`src/rtl/dpos_pkg.sv`:
```
// ----------------------------------------------------------------------------
// dpos_pkg
// Shared types and constants for the depth pixel to float meters converter.
// ----------------------------------------------------------------------------
package dpos_pkg;

    localparam int APB_AW = 3;

    localparam logic REG_OFFSET = 1'b0;
    localparam logic REG_SCALE  = 1'b1;

    localparam logic [15:0] OFFSET_RESET = 16'h0000;
    localparam logic [23:0] SCALE_ONE    = 24'h010000;
    localparam logic [15:0] MARK_VALUE   = 16'h07FF;
    localparam logic [31:0] QNAN_BITS    = 32'h7FC00000;

    // Normalized mantissa threshold at or above which one bit less of shift is needed.
    localparam logic [15:0] NORM_LIMIT = 16'd64000;
    // floor(2^34 / 1000), reciprocal used for the divide by 1000.
    localparam logic [24:0] RECIP_1000 = 25'd17179869;
    localparam logic [9:0]  MM_PER_M   = 10'd1000;
    localparam logic [9:0]  HALF_MM    = 10'd500;
    // Exponent field base: 149 - 15.
    localparam logic [7:0]  EXP_BASE   = 8'd134;

    typedef struct packed {
        logic signed [15:0] offset;
        logic [23:0]        scale;
    } cfg_t;

    typedef struct packed {
        logic [15:0] value;
        logic        invalid;
        logic        frame_end;
    } pix_t;

endpackage

```
`src/rtl/dpos_cfg.sv`:
```
// ----------------------------------------------------------------------------
// dpos_cfg
// APB register file holding the depth offset and the Q8.16 scale.
// ----------------------------------------------------------------------------
module dpos_cfg
(
    input  logic                        clk,
    input  logic                        rst_n,
    input  logic                        psel,
    input  logic                        penable,
    input  logic                        pwrite,
    input  logic [dpos_pkg::APB_AW-1:0] paddr,
    input  logic [31:0]                 pwdata,
    output logic [31:0]                 prdata,
    output logic                        pready,
    output dpos_pkg::cfg_t              cfg
);

    logic [15:0] offset_reg;
    logic [23:0] scale_reg;
    logic        wr_en;

    assign pready = 1'b1;
    assign wr_en  = psel && penable && pwrite;

    always_ff @(posedge clk or negedge rst_n)
    begin
        if (!rst_n)
        begin
            offset_reg <= dpos_pkg::OFFSET_RESET;
            scale_reg  <= dpos_pkg::SCALE_ONE;
        end
        else if (wr_en)
        begin
            unique case (paddr[2])
                dpos_pkg::REG_OFFSET: offset_reg <= pwdata[15:0];
                dpos_pkg::REG_SCALE:  scale_reg  <= pwdata[23:0];
                default:              offset_reg <= offset_reg;
            endcase
        end
    end

    always_comb
    begin
        unique case (paddr[2])
            dpos_pkg::REG_OFFSET: prdata = {16'h0000, offset_reg};
            dpos_pkg::REG_SCALE:  prdata = {8'h00, scale_reg};
            default:              prdata = 32'h0000_0000;
        endcase
    end

    assign cfg.offset = offset_reg;
    assign cfg.scale  = scale_reg;

endmodule

```
`src/rtl/dpos_scale.sv`:
```
// ----------------------------------------------------------------------------
// dpos_scale
// Two stages: offset add, then Q8.16 scale with saturation and the
// invalid check.
// ----------------------------------------------------------------------------
module dpos_scale
(
    input  logic           clk,
    input  logic           rst_n,
    input  dpos_pkg::cfg_t cfg,
    input  logic           in_vld,
    output logic           in_rdy,
    input  logic [15:0]    raw_depth,
    input  logic           frame_end_in,
    output logic           out_vld,
    input  logic           out_rdy,
    output dpos_pkg::pix_t out_pix
);

    logic        a_vld_reg;
    logic [15:0] a_value_reg;
    logic [15:0] a_value_next;
    logic        a_apply_reg;
    logic        a_apply_next;
    logic        a_fe_reg;
    logic        b_vld_reg;
    dpos_pkg::pix_t b_pix_reg;
    dpos_pkg::pix_t b_pix_next;
    logic        a_adv;
    logic        b_adv;
    logic [39:0] product;
    logic [15:0] scaled;

    assign b_adv  = !b_vld_reg || out_rdy;
    assign a_adv  = !a_vld_reg || b_adv;
    assign in_rdy = a_adv;

    always_comb
    begin
        // A zero sample stays zero; otherwise add the offset with 16-bit wrap.
        if (raw_depth != 16'h0000)
            a_value_next = raw_depth + $unsigned(cfg.offset);
        else
            a_value_next = 16'h0000;
        a_apply_next = (a_value_next != 16'h0000) && (cfg.scale != dpos_pkg::SCALE_ONE);
    end

    always_comb
    begin
        product = 40'(a_value_reg) * 40'(cfg.scale);
        scaled  = (product[39:32] != 8'h00) ? 16'hFFFF : product[31:16];
        b_pix_next.value     = a_apply_reg ? scaled : a_value_reg;
        b_pix_next.invalid   = (b_pix_next.value == 16'h0000) ||
                               (b_pix_next.value == dpos_pkg::MARK_VALUE);
        b_pix_next.frame_end = a_fe_reg;
    end

    always_ff @(posedge clk or negedge rst_n)
    begin
        if (!rst_n)
        begin
            a_vld_reg <= 1'b0;
            b_vld_reg <= 1'b0;
        end
        else
        begin
            if (a_adv)
                a_vld_reg <= in_vld;
            if (b_adv)
                b_vld_reg <= a_vld_reg;
        end
    end

    always_ff @(posedge clk)
    begin
        if (a_adv && in_vld)
        begin
            a_value_reg <= a_value_next;
            a_apply_reg <= a_apply_next;
            a_fe_reg    <= frame_end_in;
        end
        if (b_adv && a_vld_reg)
            b_pix_reg <= b_pix_next;
    end

    assign out_vld = b_vld_reg;
    assign out_pix = b_pix_reg;

endmodule

```
`src/rtl/dpos_to_float.sv`:
```
// ----------------------------------------------------------------------------
// dpos_to_float
// Four stages turning a millimeter value into float32 meters: normalize,
// reciprocal multiply, remainder correction, then rounding and packing.
// ----------------------------------------------------------------------------
module dpos_to_float
(
    input  logic           clk,
    input  logic           rst_n,
    input  logic           in_vld,
    output logic           in_rdy,
    input  dpos_pkg::pix_t in_pix,
    output logic           out_vld,
    input  logic           out_rdy,
    output logic [31:0]    out_bits,
    output logic           out_invalid,
    output logic           out_fe
);

    typedef struct packed {
        logic [7:0] exp_field;
        logic       half;
        logic       invalid;
        logic       frame_end;
    } side_t;

    // Stage C: normalization.
    logic        c_vld_reg;
    logic [15:0] c_m_reg;
    logic [15:0] c_m_next;
    side_t       c_side_reg;
    side_t       c_side_next;
    logic [3:0]  lead;

    // Stage D: quotient estimate.
    logic        d_vld_reg;
    logic [15:0] d_m_reg;
    logic [24:0] d_q_reg;
    logic [40:0] d_prod;
    side_t       d_side_reg;

    // Stage E: exact quotient and remainder.
    logic        e_vld_reg;
    logic [24:0] e_q_reg;
    logic [24:0] e_q_next;
    logic [9:0]  e_r_reg;
    logic [9:0]  e_r_next;
    logic [34:0] e_r_wide;
    logic [10:0] e_r_raw;
    side_t       e_side_reg;

    // Stage F: rounding and packing.
    logic        f_vld_reg;
    logic [31:0] f_bits_reg;
    logic [31:0] f_bits_next;
    logic        f_inv_reg;
    logic        f_fe_reg;
    logic [23:0] mant;
    logic        round_up;
    logic [24:0] mant_rnd;

    logic        c_adv;
    logic        d_adv;
    logic        e_adv;
    logic        f_adv;

    assign f_adv  = !f_vld_reg || out_rdy;
    assign e_adv  = !e_vld_reg || f_adv;
    assign d_adv  = !d_vld_reg || e_adv;
    assign c_adv  = !c_vld_reg || d_adv;
    assign in_rdy = c_adv;

    always_comb
    begin
        lead = 4'd0;
        for (int i = 0; i < 16; i++)
        begin
            if (in_pix.value[i])
                lead = 4'(i);
        end
        c_m_next = in_pix.value << (4'd15 - lead);
        // With the leading one at bit 15, the quotient needs a shift of 18
        // more bits, or 17 when the mantissa is already at 64000 or above.
        c_side_next.half      = (c_m_next >= dpos_pkg::NORM_LIMIT);
        c_side_next.exp_field = dpos_pkg::EXP_BASE + 8'(lead) - (c_side_next.half ? 8'd17 : 8'd18);
        c_side_next.invalid   = in_pix.invalid;
        c_side_next.frame_end = in_pix.frame_end;
    end

    assign d_prod = 41'(c_m_reg) * 41'(dpos_pkg::RECIP_1000);

    always_comb
    begin
        // The estimate is low by at most one; one compare fixes it.
        e_r_wide = {1'b0, d_m_reg, 18'h00000} - 35'(d_q_reg) * 35'(dpos_pkg::MM_PER_M);
        e_r_raw  = e_r_wide[10:0];
        if (e_r_raw >= 11'(dpos_pkg::MM_PER_M))
        begin
            e_q_next = d_q_reg + 25'd1;
            e_r_next = 10'(e_r_raw - 11'(dpos_pkg::MM_PER_M));
        end
        else
        begin
            e_q_next = d_q_reg;
            e_r_next = e_r_raw[9:0];
        end
    end

    always_comb
    begin
        if (e_side_reg.half)
        begin
            // Halving the quotient: the dropped bit and the remainder decide; an exact tie rounds to even.
            mant     = e_q_reg[24:1];
            round_up = e_q_reg[0] && ((e_r_reg != 10'd0) || e_q_reg[1]);
        end
        else
        begin
            mant     = e_q_reg[23:0];
            round_up = (e_r_reg > dpos_pkg::HALF_MM) ||
                       ((e_r_reg == dpos_pkg::HALF_MM) && e_q_reg[0]);
        end
        mant_rnd = {1'b0, mant} + 25'(round_up);
        // A mantissa that rounds up to 2^24 carries into the exponent.
        if (e_side_reg.invalid)
            f_bits_next = dpos_pkg::QNAN_BITS;
        else
            f_bits_next = {1'b0, e_side_reg.exp_field, 23'h000000} + {7'h00, mant_rnd};
    end

    always_ff @(posedge clk or negedge rst_n)
    begin
        if (!rst_n)
        begin
            c_vld_reg <= 1'b0;
            d_vld_reg <= 1'b0;
            e_vld_reg <= 1'b0;
            f_vld_reg <= 1'b0;
        end
        else
        begin
            if (c_adv)
                c_vld_reg <= in_vld;
            if (d_adv)
                d_vld_reg <= c_vld_reg;
            if (e_adv)
                e_vld_reg <= d_vld_reg;
            if (f_adv)
                f_vld_reg <= e_vld_reg;
        end
    end

    always_ff @(posedge clk)
    begin
        if (c_adv && in_vld)
        begin
            c_m_reg    <= c_m_next;
            c_side_reg <= c_side_next;
        end
        if (d_adv && c_vld_reg)
        begin
            d_m_reg    <= c_m_reg;
            d_q_reg    <= d_prod[40:16];
            d_side_reg <= c_side_reg;
        end
        if (e_adv && d_vld_reg)
        begin
            e_q_reg    <= e_q_next;
            e_r_reg    <= e_r_next;
            e_side_reg <= d_side_reg;
        end
        if (f_adv && e_vld_reg)
        begin
            f_bits_reg <= f_bits_next;
            f_inv_reg  <= e_side_reg.invalid;
            f_fe_reg   <= e_side_reg.frame_end;
        end
    end

    assign out_vld     = f_vld_reg;
    assign out_bits    = f_bits_reg;
    assign out_invalid = f_inv_reg;
    assign out_fe      = f_fe_reg;

`ifndef SYNTHESIS
    a_rem_below_divisor: assert property (@(posedge clk) disable iff (!rst_n)
        e_vld_reg |-> (e_r_reg < dpos_pkg::MM_PER_M))
        else $error("remainder not reduced below 1000");

    a_invalid_is_nan: assert property (@(posedge clk) disable iff (!rst_n)
        (f_vld_reg && f_inv_reg) |-> (f_bits_reg == dpos_pkg::QNAN_BITS))
        else $error("invalid pixel without quiet NaN");

    a_exp_range: assert property (@(posedge clk) disable iff (!rst_n)
        (f_vld_reg && !f_inv_reg) |-> (!f_bits_reg[31] &&
            (f_bits_reg[30:23] >= 8'd116) && (f_bits_reg[30:23] <= 8'd133)))
        else $error("valid pixel with exponent out of range");
`endif

endmodule

```
`src/rtl/depth_pixel_offset_scale_to_meters.sv`:
```
// ----------------------------------------------------------------------------
// depth_pixel_offset_scale_to_meters
// Converts millimeter depth pixels to float32 meters after offset and scale.
// ----------------------------------------------------------------------------
// Usage: depth items enter on raw_depth/frame_end_in under in_valid; the
// block holds them off with in_stall. Results leave on depth_meters_bits,
// pixel_invalid and frame_end_out under out_valid, held off by out_stall.
// The offset and Q8.16 scale registers sit on the APB port at byte
// addresses 0 and 4; write them only while no items are in flight.
// Six register stages: offset, scale, normalize, reciprocal multiply,
// remainder correction, round and pack. A result reaches the outputs
// once its item has passed through each stage in that order, and one
// item per cycle is sustained while out_stall stays low; the 16x24 scale
// multiply and the 16x25 reciprocal multiply each fill one stage.
// Reset empties the pipeline and loads offset 0 and scale 1.0. When the
// receiver stalls, the output register holds its item and bubbles ahead
// of it are squeezed out before in_stall rises; nothing is lost.
// ----------------------------------------------------------------------------
module depth_pixel_offset_scale_to_meters
(
    input  logic                        clk,
    input  logic                        rst_n,
    input  logic                        psel,
    input  logic                        penable,
    input  logic                        pwrite,
    input  logic [dpos_pkg::APB_AW-1:0] paddr,
    input  logic [31:0]                 pwdata,
    output logic [31:0]                 prdata,
    output logic                        pready,
    input  logic                        in_valid,
    output logic                        in_stall,
    input  logic [15:0]                 raw_depth,
    input  logic                        frame_end_in,
    output logic                        out_valid,
    input  logic                        out_stall,
    output logic [31:0]                 depth_meters_bits,
    output logic                        pixel_invalid,
    output logic                        frame_end_out
);

    dpos_pkg::cfg_t cfg;
    dpos_pkg::pix_t mid_pix;
    logic           mid_vld;
    logic           mid_rdy;
    logic           in_rdy;

    dpos_cfg u_cfg
    (
        .clk     (clk),
        .rst_n   (rst_n),
        .psel    (psel),
        .penable (penable),
        .pwrite  (pwrite),
        .paddr   (paddr),
        .pwdata  (pwdata),
        .prdata  (prdata),
        .pready  (pready),
        .cfg     (cfg)
    );

    dpos_scale u_scale
    (
        .clk          (clk),
        .rst_n        (rst_n),
        .cfg          (cfg),
        .in_vld       (in_valid),
        .in_rdy       (in_rdy),
        .raw_depth    (raw_depth),
        .frame_end_in (frame_end_in),
        .out_vld      (mid_vld),
        .out_rdy      (mid_rdy),
        .out_pix      (mid_pix)
    );

    dpos_to_float u_to_float
    (
        .clk         (clk),
        .rst_n       (rst_n),
        .in_vld      (mid_vld),
        .in_rdy      (mid_rdy),
        .in_pix      (mid_pix),
        .out_vld     (out_valid),
        .out_rdy     (!out_stall),
        .out_bits    (depth_meters_bits),
        .out_invalid (pixel_invalid),
        .out_fe      (frame_end_out)
    );

    assign in_stall = !in_rdy;

endmodule
```
`config.mk`:
```
export PLATFORM = sky130hd
export DESIGN_NAME = depth_pixel_offset_scale_to_meters
export DESIGN_NICKNAME = d
export VERILOG_FILES = /design/src/rtl/dpos_pkg.sv /design/src/rtl/dpos_cfg.sv /design/src/rtl/dpos_scale.sv /design/src/rtl/dpos_to_float.sv /design/src/rtl/depth_pixel_offset_scale_to_meters.sv
export SDC_FILE = /design/constraint.sdc
export NUM_CORES = 2
export LEC_CHECK = 0
export BUFFER_PORTS_ARGS = -buffer_cell sky130_fd_sc_hd__buf_2
export CAP_MARGIN = 20
export CORE_ASPECT_RATIO = 1.1
export CORE_MARGIN = 1.5
export CORE_UTILIZATION = 55
export CTS_CLUSTER_DIAMETER = 150
export DETAILED_ROUTE_END_ITERATION = 16
export PLACE_DENSITY_LB_ADDON = 0.12
export SLEW_MARGIN = 5
export SYNTH_ARGS = -nofsm -noshare
export SYNTH_HDL_FRONTEND = slang
export SYNTH_SLANG_ARGS = --single-unit
```
`constraint.sdc`:
```
create_clock -name clk -period 8.2 [get_ports clk]
set_input_delay 1.23 -clock clk [delete_from_list [all_inputs] [get_ports clk]]
set_output_delay 1.23 -clock clk [all_outputs]
set_load 0.01 [all_outputs]
```
==> results.json <==
{
  "status": "finished, final reports clean",
  "min_path_cells": 0,
  "ctsHoldBuffers": 0,
  "ff2ff_setup_slack_ps": 300,
  "htreeDepth": 1,
  "wirelength_um": 66600,
  "core_area_um2": 52300,
  "numCtsBuffers": 25,
  "synth.distinct_cells": 82,
  "path_buf_inv": 9,
  "syn-mean-instance-area_um2": 9.99,
  "dp_cells": 3675,
  "r2r-start": "u_scale.a_value_reg[6]",
  "cp-end-kind": "register",
  "syn_inst": 2908,
  "cts.path.max_buffers": 3,
  "io_pins": 128,
  "ys_ff_latch": 221,
  "crit_path_start_kind": "register",
  "finalHoldViolCount": 0,
  "ant_nets": 0,
  "dpl.hpwl_um": 54400,
  "clock_latency_ps": 560,
  "start_util_pct": 55.6,
  "grt_pass1_vias": 22019,
  "die_w_um": 222,
  "hold_path_end": "u_to_float.d_side_reg[6]",
  "timing.rr.end": "u_scale.out_pix[1]",
  "seq_area_frac_synth_pct": 22.0,
  "maxCapViolations": 0,
  "slowest_delay_ps": 550,
  "finalSetupViolations": 0,
  "hold_class": "reg -> reg",
  "crit_slowest_cell": "fa_1",
  "critPathTopFamily": "adder cells",
  "synth_top_area_cell": "fa_1",
  "worstPathRequired_ps": 8580,
  "ys_dominant_reg_cell": "edfxtp_1",
  "crit_cells": 30,
  "track_usage_pct": 25.2,
  "final_layout_size_suffix_gt1_share_pct": 11.9,
  "gp_congestion": 0.885,
  "fin_nets": 3817,
  "synth_area_um2": 29100,
  "path_clk_slew_ps": 60,
  "row_count": 88,
  "nFillCells": 4434,
  "cts_tree": "built",
  "ys_warn_count": 0,
  "fin_area_um2": 31800,
  "fmax_mhz": 127,
  "antenna_found_initial": 1,
  "worstHoldStart": "u_to_float.c_side_reg[6]",
  "grt-ovfl-total": 0,
  "route.detailed.drc": 0,
  "via_count": 20247,
  "finClkSkew_ps": 15.1,
  "first_pass_iters": 5,
  "synthTopCellsByArea": "fa_1 29%, edfxtp_1 18%, ha_1 13%",
  "netlist.area_leader.share_pct": 28.5,
  "critPathArrivalTime_ps": 8280,
  "slew-limit-headroom_pct": 29.3,
  "die_h_um": 244,
  "max_slew.worst_pin.slew_ps": 1060,
  "period_minus_slack_ps": 7900,
  "path_class": "reg -> reg",
  "via_per_inst": 5.42,
  "post-route-period-util_pct": 96.3,
  "dieArea_um2": 54200,
  "grt_pass1_wl_um": 109000,
  "area_growth_pct": 9.27,
  "cp_max_fo": 27,
  "wl_per_cell_um": 17.8,
  "cpMostUsedCell": "fa_1",
  "ff2ff_path_depth": 30,
  "cts_root_buf": "clkbuf_16",
  "synth_edf_count": 175,
  "fin_cells": 3734,
  "place_area_um2": 30800,
  "drtIter0Drc": 895,
  "largest_reg_flops": 32,
  "cts_sinks": 221,
  "grt_max_degree": 51,
  "slew_viol_final": 0,
  "io_buffers": 108,
  "synthArstFlopShare_pct": 20.8
}
==> how the worst max path moves through the flow <==
| stage | from | to | slack [ps] |
|---|---|---|---|
| global route | u_scale.a_value_reg[12] | u_scale.out_pix[1] | -50 |
| CTS | u_scale.a_value_reg[3] | u_scale.out_pix[1] | 160 |
| global placement | u_scale.a_value_reg[4] | u_scale.out_pix[1] | 260 |
| detailed placement | u_scale.a_value_reg[3] | u_scale.out_pix[1] | 190 |
| finish | u_scale.a_value_reg[6] | u_scale.out_pix[1] | 300 |
| floorplan | u_cfg.scale_reg[9] | u_scale.out_pix[1] | 720 |
==> cells in the mapped netlist, types with 5 or more instances <==
cell type / instances
a21o_1: 33
and2_1: 215
xnor2_1: 85
o21a_1: 11
nand2_1: 278
nor2_1: 115
and3_1: 12
nor3_1: 29
a31oi_1: 10
a21oi_1: 77
buf_4: 9
buf_1: 5
xor2_1: 53
fa_1: 414
inv_1: 579
o21bai_1: 11
nand4_1: 29
dfrtp_1: 45
or2_2: 6
nor4_1: 19
mux2_2: 60
ha_1: 305
edfxtp_1: 175
nand3_1: 29
nand2b_1: 16
nor2b_1: 22
clkbuf_1: 104
mux2i_1: 25
a211oi_1: 16
o21ai_0: 31
==> cells by family after synthesis <==
kind of cell	share of synthesized area, %
other cells	0.0258
mux	3.26
simple gates	13.7
xor+xnor	4.16
fa+ha+maj	41.6
flops	22.0
compound gates	5.67
buf+inv	9.49
==> cell usage in the layout, fill, tap and decap left out, drive strengths merged, types with 6 or more instances in the layout <==
cell type and n:
a211oi 18, a21o 37, a21oi 79, a31oi 10, and2 215, and3 14
buf 221, clkbuf 35, clkinv 6, conb 9, dfrtp 45, edfxtp 175
fa 414, ha 305, inv 583, mux2 60, mux2i 25, nand2 280
nand2b 16, nand3 29, nand4 29, nor2 116, nor2b 22, nor3 29
nor4 20, o21a 11, o21ai 34, o21bai 12, or2 6, xnor2 85
xor2 53
==> cell type report <==
type	count	area [um2]	share of cell area [%]
clock inverter	11	104	0.327
timing repair buffer	221	1510	4.75
inverter	579	2170	6.84
antenna	1	2.50	0.00788
clock buffer	35	746	2.35
sequential	221	6410	20.2
multi-input combinational	1991	20000	62.9
tap	675	845	2.66
==> stage by stage <==
step	util [%]	setup WS (ps)	hold WS, ps	setup TNS (ps)
2_1_floorplan	-	722	400	0
3_3_place_gp	58.8	256	401	0
3_5_place_dp	58.8	194	406	0
4_1_cts	60.4	161	413	0
5_1_grt	60.7	-45.7	408	-45.7
6_report	60.7	301	419	0
==> what timing repair did <==
action,CTS,global route
endpoints found under the hold margin,0,0
resized for setup,0,10
endpoints found under the setup margin,0,1
setup buffers,0,11
==> layer usage <==
metal / track usage [%] / up-vias / share of wire, %
met5: 0 / - / 0
met1: 29.0 / 10238 / 38
met4: 8.78 / 0 / 3.4
met3: 2.04 / 136 / 3.1
met2: 48.9 / 425 / 55
li1: - / 9448 / -
Power is left out: the tool's default activity adds up to more than one toggle a clock period on the data nets, which glitch-free logic cannot reach.
